### src/magma_pkg.sv
// ----------------------------------------------------------------------------
// Magma cipher package
// Shared widths, S-box table, round function helpers and interface types.
// ----------------------------------------------------------------------------
package magma_pkg;

	localparam int HALF_W      = 32;
	localparam int BLOCK_W     = 2 * HALF_W;
	localparam int NUM_KEYS    = 8;
	localparam int KEY_IDX_W   = $clog2(NUM_KEYS);
	localparam int CFG_IDX_W   = 4;
	localparam int NUM_ROUNDS  = 32;
	localparam int ROUND_W     = $clog2(NUM_ROUNDS);
	localparam int ROT_LEFT    = 11;
	localparam int NIBBLES     = HALF_W / 4;

	localparam logic [ROUND_W-1:0] LAST_ROUND = ROUND_W'(NUM_ROUNDS - 1);

	localparam logic KIND_ENCRYPT = 1'b0;
	localparam logic KIND_DECRYPT = 1'b1;

	localparam logic [3:0] SBOX [NIBBLES][16] = '{
		'{4'd12, 4'd4, 4'd6, 4'd2, 4'd10, 4'd5, 4'd11, 4'd9,
		  4'd14, 4'd8, 4'd13, 4'd7, 4'd0, 4'd3, 4'd15, 4'd1},
		'{4'd6, 4'd8, 4'd2, 4'd3, 4'd9, 4'd10, 4'd5, 4'd12,
		  4'd1, 4'd14, 4'd4, 4'd7, 4'd11, 4'd13, 4'd0, 4'd15},
		'{4'd11, 4'd3, 4'd5, 4'd8, 4'd2, 4'd15, 4'd10, 4'd13,
		  4'd14, 4'd1, 4'd7, 4'd4, 4'd12, 4'd9, 4'd6, 4'd0},
		'{4'd12, 4'd8, 4'd2, 4'd1, 4'd13, 4'd4, 4'd15, 4'd6,
		  4'd7, 4'd0, 4'd10, 4'd5, 4'd3, 4'd14, 4'd9, 4'd11},
		'{4'd7, 4'd15, 4'd5, 4'd10, 4'd8, 4'd1, 4'd6, 4'd13,
		  4'd0, 4'd9, 4'd3, 4'd14, 4'd11, 4'd4, 4'd2, 4'd12},
		'{4'd5, 4'd13, 4'd15, 4'd6, 4'd9, 4'd2, 4'd12, 4'd10,
		  4'd11, 4'd7, 4'd8, 4'd1, 4'd4, 4'd3, 4'd14, 4'd0},
		'{4'd8, 4'd14, 4'd2, 4'd5, 4'd6, 4'd9, 4'd1, 4'd12,
		  4'd15, 4'd4, 4'd11, 4'd0, 4'd13, 4'd10, 4'd3, 4'd7},
		'{4'd1, 4'd7, 4'd14, 4'd13, 4'd0, 4'd5, 4'd8, 4'd3,
		  4'd4, 4'd15, 4'd10, 4'd6, 4'd9, 4'd12, 4'd11, 4'd2}
	};

	typedef struct packed {
		logic                 en;
		logic [CFG_IDX_W-1:0] index;
		logic [HALF_W-1:0]    data;
	} cfg_wr_t;

	typedef struct packed {
		logic [ROUND_W-1:0] round;
		logic               decrypt;
	} key_sel_t;

	function automatic logic [HALF_W-1:0] subst(input logic [HALF_W-1:0] x);
		logic [HALF_W-1:0] y;
		y = '0;
		for (int n = 0; n < NIBBLES; n++) begin
			y[4*n +: 4] = SBOX[n][x[4*n +: 4]];
		end
		return y;
	endfunction

	function automatic logic [HALF_W-1:0] rotl(input logic [HALF_W-1:0] x);
		return (x << ROT_LEFT) | (x >> (HALF_W - ROT_LEFT));
	endfunction

endpackage

### src/magma_key_regs.sv
// ----------------------------------------------------------------------------
// Magma key register file
// Holds the eight key words and selects the round key for a given round.
// ----------------------------------------------------------------------------
module magma_key_regs
	import magma_pkg::*;
(
	input  logic              clk,
	input  logic              arst_n,
	input  cfg_wr_t           cfg_wr,
	input  key_sel_t          sel,
	output logic [HALF_W-1:0] round_key
);

	logic [HALF_W-1:0]    key_q [NUM_KEYS];
	logic [ROUND_W-1:0]   eff_round;
	logic [KEY_IDX_W-1:0] key_idx;

	always_ff @(posedge clk or negedge arst_n) begin
		if (!arst_n) begin
			for (int i = 0; i < NUM_KEYS; i++) begin
				key_q[i] <= '0;
			end
		end else if (cfg_wr.en && (cfg_wr.index < CFG_IDX_W'(NUM_KEYS))) begin
			key_q[cfg_wr.index[KEY_IDX_W-1:0]] <= cfg_wr.data;
		end
	end

	// Decryption walks the encryption schedule backwards; the last eight
	// rounds of the schedule take the key words in reverse order.
	always_comb begin
		eff_round = (sel.decrypt == KIND_DECRYPT) ? ~sel.round : sel.round;
		if (eff_round[ROUND_W-1:KEY_IDX_W] == '1) begin
			key_idx = ~eff_round[KEY_IDX_W-1:0];
		end else begin
			key_idx = eff_round[KEY_IDX_W-1:0];
		end
	end

	assign round_key = key_q[key_idx];

endmodule

### src/magma_round_unit.sv
// ----------------------------------------------------------------------------
// Magma round unit
// One Feistel round: key add, S-box layer, rotate, XOR and half swap (no swap in the last round).
// ----------------------------------------------------------------------------
module magma_round_unit
	import magma_pkg::*;
(
	input  logic [HALF_W-1:0] left,
	input  logic [HALF_W-1:0] right,
	input  logic [HALF_W-1:0] round_key,
	input  logic              last,
	output logic [HALF_W-1:0] left_next,
	output logic [HALF_W-1:0] right_next
);

	logic [HALF_W-1:0] sum;
	logic [HALF_W-1:0] f;

	always_comb begin
		sum = right + round_key;
		f   = rotl(subst(sum)) ^ left;
		if (last) begin
			left_next  = f;
			right_next = right;
		end else begin
			left_next  = right;
			right_next = f;
		end
	end

endmodule

### src/magma_block_cipher_core.sv
// ----------------------------------------------------------------------------
// Magma block cipher core
// Iterative 64-bit Magma encrypt/decrypt engine with a 256-bit key.
// ----------------------------------------------------------------------------
// A word is accepted while the core is idle; it then runs 32 rounds, one per
// clock, through a single shared round unit, and the result is written to an
// output register. The next word is accepted only once the core is back in
// idle. The output register frees the core to take a new word while a result
// still waits; the core stalls after its last round only if the previous
// result has not been taken yet. Key words are written through the
// configuration port at indexes 0 to 7, writes to other indexes are dropped,
// and keys must only change while the core is idle.
// ----------------------------------------------------------------------------
module magma_block_cipher_core
	import magma_pkg::*;
(
	input  logic                 clk,
	input  logic                 arst_n,
	input  logic                 cfg_valid,
	output logic                 cfg_ready,
	input  logic [CFG_IDX_W-1:0] cfg_index,
	input  logic [HALF_W-1:0]    cfg_data,
	input  logic                 in_valid,
	output logic                 in_ready,
	input  logic [BLOCK_W-1:0]   block_in,
	input  logic                 kind,
	output logic                 out_valid,
	input  logic                 out_ready,
	output logic [BLOCK_W-1:0]   block_out
);

	typedef enum logic [2:0] {
		ST_IDLE = 3'b001,
		ST_RUN  = 3'b010,
		ST_WAIT = 3'b100
	} state_t;

	state_t             state_q;
	logic [ROUND_W-1:0] round_q;
	logic [HALF_W-1:0]  left_q;
	logic [HALF_W-1:0]  right_q;
	logic               mode_q;
	logic               out_valid_q;
	logic [BLOCK_W-1:0] out_q;

	cfg_wr_t            cfg_wr;
	key_sel_t           key_sel;
	logic [HALF_W-1:0]  round_key;
	logic [HALF_W-1:0]  left_next;
	logic [HALF_W-1:0]  right_next;
	logic               last_round;
	logic               in_fire;
	logic               slot_free;
	logic               result_load;

	assign cfg_ready    = 1'b1;
	assign cfg_wr.en    = cfg_valid && cfg_ready;
	assign cfg_wr.index = cfg_index;
	assign cfg_wr.data  = cfg_data;

	assign key_sel.round   = round_q;
	assign key_sel.decrypt = mode_q;

	assign last_round  = (round_q == LAST_ROUND);
	assign in_ready    = (state_q == ST_IDLE);
	assign in_fire     = in_valid && in_ready;
	assign slot_free   = !out_valid_q || out_ready;
	assign result_load = ((state_q == ST_RUN) && last_round && slot_free) ||
	                     ((state_q == ST_WAIT) && slot_free);
	assign out_valid   = out_valid_q;
	assign block_out   = out_q;

	magma_key_regs u_keys (
		.clk       (clk),
		.arst_n    (arst_n),
		.cfg_wr    (cfg_wr),
		.sel       (key_sel),
		.round_key (round_key)
	);

	magma_round_unit u_round (
		.left       (left_q),
		.right      (right_q),
		.round_key  (round_key),
		.last       (last_round),
		.left_next  (left_next),
		.right_next (right_next)
	);

	always_ff @(posedge clk or negedge arst_n) begin
		if (!arst_n) begin
			state_q     <= ST_IDLE;
			round_q     <= '0;
			out_valid_q <= 1'b0;
		end else begin
			if (result_load) begin
				out_valid_q <= 1'b1;
			end else if (out_valid_q && out_ready) begin
				out_valid_q <= 1'b0;
			end
			unique case (state_q)
				ST_IDLE: begin
					if (in_fire) begin
						state_q <= ST_RUN;
						round_q <= '0;
					end
				end
				ST_RUN: begin
					if (last_round) begin
						round_q <= '0;
						if (slot_free) begin
							state_q <= ST_IDLE;
						end else begin
							state_q <= ST_WAIT;
						end
					end else begin
						round_q <= round_q + ROUND_W'(1);
					end
				end
				ST_WAIT: begin
					if (slot_free) begin
						state_q <= ST_IDLE;
					end
				end
				default: begin
					state_q <= ST_IDLE;
				end
			endcase
		end
	end

	always_ff @(posedge clk) begin
		if (in_fire) begin
			left_q  <= block_in[BLOCK_W-1:HALF_W];
			right_q <= block_in[HALF_W-1:0];
			mode_q  <= kind;
		end else if (state_q == ST_RUN) begin
			left_q  <= left_next;
			right_q <= right_next;
		end
		if (result_load) begin
			if (state_q == ST_RUN) begin
				out_q <= {left_next, right_next};
			end else begin
				out_q <= {left_q, right_q};
			end
		end
	end

	a_start_round0: assert property (@(posedge clk) disable iff (!arst_n)
		in_fire |=> (state_q == ST_RUN) && (round_q == '0))
		else $error("round counter did not start at zero");

	a_round_step: assert property (@(posedge clk) disable iff (!arst_n)
		(state_q == ST_RUN) && !last_round |=>
		(state_q == ST_RUN) && (round_q == $past(round_q) + ROUND_W'(1)))
		else $error("round counter skipped or left the run state early");

	a_wait_full: assert property (@(posedge clk) disable iff (!arst_n)
		(state_q == ST_WAIT) |-> out_valid_q)
		else $error("waiting for the output slot while it is empty");

	a_result_source: assert property (@(posedge clk) disable iff (!arst_n)
		$rose(out_valid_q) |->
		($past(state_q) == ST_WAIT) || ($past(state_q) == ST_RUN && $past(last_round)))
		else $error("result word appeared without a finished block");

	a_idle_round: assert property (@(posedge clk) disable iff (!arst_n)
		(state_q != ST_RUN) |-> (round_q == '0))
		else $error("round counter not cleared outside the run state");

endmodule
### config.mk
export PLATFORM = sky130hd
export DESIGN_NAME = magma_block_cipher_core
export DESIGN_NICKNAME = d
export VERILOG_FILES = /design/src/magma_pkg.sv /design/src/magma_key_regs.sv /design/src/magma_round_unit.sv /design/src/magma_block_cipher_core.sv
export SDC_FILE = /design/constraint.sdc
export NUM_CORES = 1
export LEC_CHECK = 0
export BUFFER_PORTS_ARGS = -buffer_cell sky130_fd_sc_hd__buf_2
export CORE_ASPECT_RATIO = 1.1
export CORE_UTILIZATION = 56
export CTS_CLUSTER_DIAMETER = 50
export CTS_CLUSTER_SIZE = 28
export DETAILED_ROUTE_END_ITERATION = 10
export PLACE_DENSITY = 0.82
export SLEW_MARGIN = 20
export SYNTH_ARGS = -nofsm -noshare
export SYNTH_HDL_FRONTEND = slang
export SYNTH_HIERARCHICAL = 1
export SYNTH_SLANG_ARGS = --single-unit
### constraint.sdc
create_clock -name clk -period 4.97 [get_ports clk]
set_input_delay 0.497 -clock clk [delete_from_list [all_inputs] [get_ports clk]]
set_output_delay 0.497 -clock clk [all_outputs]
set_load 0.03 [all_outputs]
==> reports/metrics.yaml, run 1 <==
cp_max_fo: 7
placeableCoreArea_mm2: 0.04250
synth_flop_cell: "dfrtp_1"
place_congestion: 0.9401
utilization_pct: 73.19
drv_slew: 0
arrival_ps: 5610
hpwl_um: 49390
synth_edf_count: 129
fin_crit_ps: 5285
yosysWarnings: 6
ctsHoldBuffers: 0
clkSinkCount: 394
fin_crit_sh_pct: 106.3
rsz0062_at_grt: "true"
crit_required_ps: 5300
violations: "hold timing, setup timing"
finClkSkew_ps: 39.46
synth_nets: 2630
clk_pin_slew_ps: 70
detail-route-antenna-nets: 0
htreeDepth: 2
maxSlewHeadroom_pct: 25.65
wire_per_inst_um: 22.90
routed_wl_um: 78030
seq_area_frac_synth_pct: 43.26
end_kind: "flop"
tightest_slew_ps: 1115
design_area_mm2: 0.03111
hold_path.class: "in2async"
fin_tns_setup_ps: -13770
dieArea_mm2: 0.04421
detail_route.first_pass.iterations: 6
rrSetupSlack_ps: -310
nets: 2991
async_reset_ff_share_pct: 67.26
ios: 173
area_delta_synth_final_pct: 28.08
synth.distinct_cells: 87
syn_area_mm2: 0.02429
ys_ff_latch: 394
fmax_mhz: 189.2
syn_inst: 2452
final.setup.worst_slack_ps: -314.7
postPlaceCellArea_mm2: 0.02731
dieWidth_um: 200.6
vias_per_cell: 6.371
cts-root-buf: "clkbuf_16"
rows: 79
clkLatencyLatePin_ps: 600
cp-start-kind: "flop"
fillers: 2724
max_cap_viol_count: 0
critPathKind: "reg2reg"
outcome: "finished with violations"
grt_pass1_vias: 21880
synth_area_per_cell_um2: 9.905
io_buffers: 171
fin_hold_ws_ps: -5.219
setup_viol: 86
grt_max_degree: 116
initial_utilization_pct: 57.14
hold_viol_final: 4
clk_path_buf_depth: 3
antenna_found_initial: 1
drc: 0
cts_buffers: 36
gr-total-overflow: 0
cts_tree: "done"
grt_pass1_wl_um: 118200
vias: 21710
drive_gt1_share_pct: 38.42
dpl_worst_slack_ps: -500.9
fp.dieH_um: 220.4
first_iter_violations: 2118
grtUsageTotal_pct: 34.03
logic make-up (layout without fill, tap and decap cells):
group | after synthesis | after routing | share of synthesized area (%)
DFF | 394 | 394 | 43.26
xor gates and xnor gates | 52 | 52 | 1.983
adders and majority gates | 73 | 74 | 3.787
buffers and inverters | 242 | 629 | 4.487
and+or+nand+nor | 831 | 831 | 15.54
other | 1 | 2 | 0.01544
muxes | 399 | 399 | 18.44
AOI/OAI and AO/OA | 460 | 460 | 12.49
cells in the mapped netlist, drive strengths merged (3+ instances only):
cell type  count  area, µm²
a311oi         4      41.29
a21oi         76      387.9
nor2          91      341.6
and3           7      43.79
nand4          7      43.79
a211oi         8      77.57
o21bai         3      22.52
nor2b          9      56.30
xor2          25      219.0
mux2         239       2695
inv           75      281.5
o2111ai       34      297.8
nor3b          7      72.57
nand3         16      80.08
o21a          11      97.59
buf           85      500.5
o211ai         7      57.55
o31ai         13      112.6
o21ai        193      977.2
nand3b         5      37.54
and2           6      40.04
nor3          53      275.3
nor4           4      25.02
mux2i        146       1469
ha            71      888.4
or3           74      478.0
a221oi        33      295.3
a31oi         10      62.56
clkbuf        82      307.8
o221ai        33      289.0
nand2        506       1899
o311ai         5      61.32
a21o          12      90.09
and3b         34      297.8
nand2b         7      43.79
xnor2         27      262.8
dfrtp        264       6606
mux4          14      315.3
edfxtp       129       3874
registers in the layout, summed over array words and instances (netlist names):
| name | count |
|---|---|
| block_out | 64 |
| left_q | 32 |
| mode_q | 1 |
| out_valid | 1 |
| right_q | 32 |
| round_q | 5 |
| state_q | 3 |
| u_keys/key_q | 256 |
worst max-delay path: stages (launching register included):
cell and delay [ps]:
edfxtp_1 410, maj3_4 410, buf_6 160, mux2i_4 240
buf_12 170, buf_12 140, o2111ai_2 110, o221ai_2 370
ha_4 280, a21oi_1 330, o31ai_2 140, a21oi_2 250
nand4_1 170, and2_4 200, buf_6 130, o211ai_4 250
inv_2 100, ha_2 170, mux4_2 490, xor2_2 220
o21ai_2 90, nand2_1 110, nand2_1 80
through the flow:
stage                     hold WS (ps)  cells
final                           -5.219   3408
after global routing             68.01   3408
after global placement           474.0   3277
after detailed placement         484.7   3277
after floorplan                  201.4   2452
after CTS                        30.98   3392
metal layers:
metal  up-vias  track usage (%)  share of wire [%]
met5         -                0                  0
met4         0            19.54                6.0
met3       333            6.230                8.5
met2      1238            58.51                 49
met1     10620            40.41                 37
li1       9528                -                  -
worst paths after layout:
check / from / to / cells after the start
setup / recovery: mode_q$_DFFE_PP_ / block_out[42]$_DFFE_PP_ / 22
hold / removal: arst_n / u_keys/key_q[102]$_DFFE_PN0P_ / 1
setup reg to reg: mode_q$_DFFE_PP_ / block_out[42]$_DFFE_PP_ / 22
hold reg to reg: u_keys/key_q[247]$_DFFE_PN0P_ / u_keys/key_q[247]$_DFFE_PN0P_ / 1
max in group asynchronous: arst_n / u_keys/key_q[24]$_DFFE_PN0P_ / 2
min in group clk: kind / mode_q$_DFFE_PP_ / 1
layout make-up:
class | instances | area, µm² | share of cell area, %
Antenna cell | 1 | 2.502 | 0.008045
Clock buffer | 43 | 968.4 | 3.113
Clock inverter | 22 | 292.8 | 0.9412
Inverter | 75 | 284.0 | 0.9131
Multi-Input combinational cell | 1817 | 14580 | 46.86
Sequential cell | 394 | 10510 | 33.80
Tap cell | 567 | 709.4 | 2.281
Timing Repair Buffer | 489 | 3760 | 12.09
placed cells by master (no fill, tap or decap), drive strengths merged, types with 53 or more instances in the layout:
cell type    n
o21ai      193
a21oi       76
mux2       239
nand2      506
or3         74
ha          71
mux2i      146
nor2        91
nor3        53
dfrtp      264
inv         85
edfxtp     129
buf        487
repair_timing:
action | 4_1_cts | 5_1_grt
setup buffers | 44 | 19
cloned | 6 | 0
pin swaps | 97 | 68
endpoints found under the setup margin | 97 | 106
resized for setup | 210 | 162
Power of run 1 is not shown: default switching activity piles up to over one toggle a cycle in this logic, so the estimate is an artifact.
==> run 2: changes to the inputs <==
- SETUP_SLACK_MARGIN: not set -> 0.15
==> reports/metrics.yaml, run 2 (same netlist as run 1, synthesis figures left out) <==
first_iter_violations: 2231  # +5.3%
largest_reg_flops: 256  # unchanged
cts_buffers: 40  # +11%
slowest_delay_ps: 500  # about the same
drive_gt1_share_pct: 37.55  # -0.86 points
fillers: 2854  # +4.8%
rsz0062_at_grt: "true"
routed_wl_um: 75410  # -3.4%
violations: "setup timing"
grtUsageTotal_pct: 33.08  # -0.96 points
arrival_ps: 5580  # -30 ps
crit_required_ps: 5320  # +20 ps
hp-start: "block_in[30]"
vias_per_cell: 6.308  # -1.0%
worstRegToRegCells: 21  # -4.5%
grt_pass1_wl_um: 115200  # -2.5%
crit_buf_inv: 3  # -2
holdPathStages: 3
cts-root-buf: "clkbuf_16"
tightest_slew_ps: 1232  # +116.8 ps
dpl_worst_slack_ps: -341.2  # +159.7 ps
drv_slew: 0  # unchanged
vias: 21570  # -0.65%
place_congestion: 0.9775  # +4.0%
dieWidth_um: 200.6  # unchanged
htreeDepth: 2  # unchanged
fin_crit_sh_pct: 105.3  # -1.1 points
grt_max_degree: 133  # +15%
final.setup.worst_slack_ps: -261.1  # +53.66 ps
hold_viol_final: 0  # -4
final_cell_mix: "nand2_1, buf_4, dfrtp_1"
detail_route.first_pass.iterations: 6  # unchanged
mostFrequentLayoutCell: "nand2_1"
initial_utilization_pct: 57.14  # unchanged
outcome: "finished with violations"
detail-route-antenna-nets: 0  # unchanged
slowest_stage: "mux4_2"
rrSetupSlack_ps: -260  # +50 ps
cp_max_fo: 15  # +8
r2r-start: "round_q[4]$_DFFE_PN0P_"
fmax_mhz: 191.2  # +1.0%
maxSlewHeadroom_pct: 17.87  # -7.8 points
io_buffers: 171  # unchanged
max_cap_viol_count: 0  # unchanged
critPathKind: "reg2reg"
fin_crit_ps: 5231  # -53.66 ps
clk_pin_slew_ps: 70  # about the same
grt_pass1_vias: 21280  # -2.7%
finClkSkew_ps: 23.90  # -15.56 ps
crit_chain: "maj3_4, buf_4, and3b_1, buf_4, o21ai_1, o221ai_1, ha_1, buf_4, nand3_1, o31ai_4, nor3_2, o21a_4, o21a_1, mux2_4, and2_4, ha_4, mux4_2, xor2_2, o21ai_2, nand2_1, nand2_1"
fin_tns_setup_ps: -7362  # +6413 ps
clkLatencyLatePin_ps: 590  # about the same
cp_top_family: "compound AO/OA/AOI/OAI gates"
largest-register: "u_keys/key_q"
gr-total-overflow: 0  # unchanged
setup_viol: 66  # -23%
dieArea_mm2: 0.04421  # unchanged
r2r-end: "right_q[10]$_DFFE_PP_"
antenna_found_initial: 3  # +2
cp-start-kind: "flop"
placeableCoreArea_mm2: 0.04250  # unchanged
nets: 2999  # +0.27%
multi_input_area_mm2: 0.01422  # -2.4%
ios: 173  # unchanged
fp.dieH_um: 220.4  # unchanged
rows: 79  # unchanged
seq_area_mm2: 0.01051  # unchanged
worst_hold_path.endpoint: "right_q[30]$_DFFE_PP_"
hpwl_um: 49590  # +0.39%
cts_tree: "done"
crit_top_cell: "buf_4"
clk_path_buf_depth: 3  # unchanged
wire_per_inst_um: 22.05  # -3.7%
area_delta_synth_final_pct: 27.13
drc: 0  # unchanged
clkSinkCount: 394  # unchanged
hold_path.class: "in2reg"
end_kind: "flop"
-- run 2: final cells by class --
| cell class | instances | share of cell area (%) |
|---|---|---|
| Clock inverter | 31 | 1.248 |
| Multi-Input combinational cell | 1816 | 46.06 |
| Clock buffer | 42 | 3.404 |
| Antenna cell | 1 | 0.008105 |
| Inverter | 75 | 0.9361 |
| Tap cell | 567 | 2.298 |
| Sequential cell | 394 | 34.05 |
| Timing Repair Buffer | 494 | 11.99 |
-- run 2: worst max-delay path by stage --
stage,from,endpoint,slack [ps],cells past startpoint
2_1_floorplan,round_q[4]$_DFFE_PN0P_,left_q[10]$_DFFE_PP_,80,25
4_1_cts,round_q[3]$_DFFE_PN0P_,right_q[4]$_DFFE_PP_,-130,24
6_report,round_q[4]$_DFFE_PN0P_,right_q[10]$_DFFE_PP_,-260,21
5_1_grt,round_q[4]$_DFFE_PN0P_,right_q[10]$_DFFE_PP_,-400,23
3_3_place_gp,round_q[4]$_DFFE_PN0P_,right_q[27]$_DFFE_PP_,-220,20
3_5_place_dp,round_q[4]$_DFFE_PN0P_,block_out[27]$_DFFE_PP_,-340,20
-- run 2: repair_timing --
action                     4_1_cts  5_1_grt
gates resized for setup        201      123
hold endpoints to repair         0       53
setup endpoints to repair       96      108
hold buffers                     0        1
pin swaps                       94       66
setup buffers                   37       16
gates cloned                     2        0
-- run 2: per-layer routing --
layer / wire length (µm) / GRT usage (%)
met1: 28820 / 40.02
met2: 37180 / 56.81
met3: 5349 / 5.346
met4: 4036 / 18.37
met5: 29 / 0
-- run 2: stage by stage --
step	utilization, %	hold slack [ps]	instances	instance area, µm²
after floorplan	-	201.4	2452	24380
after global placement	64.32	473.7	3289	27340
after detailed placement	64.32	491.7	3289	27340
after CTS	70.85	41.19	3401	30110
after global routing	72.64	169.5	3420	30880
final	72.64	170.9	3420	30880
-- run 2: worst min-delay path: stages --
cell and delay [ps]:
buf_2 70, nand2_1 40, nand2_1 50
Power of run 2 is left out for the same reason.
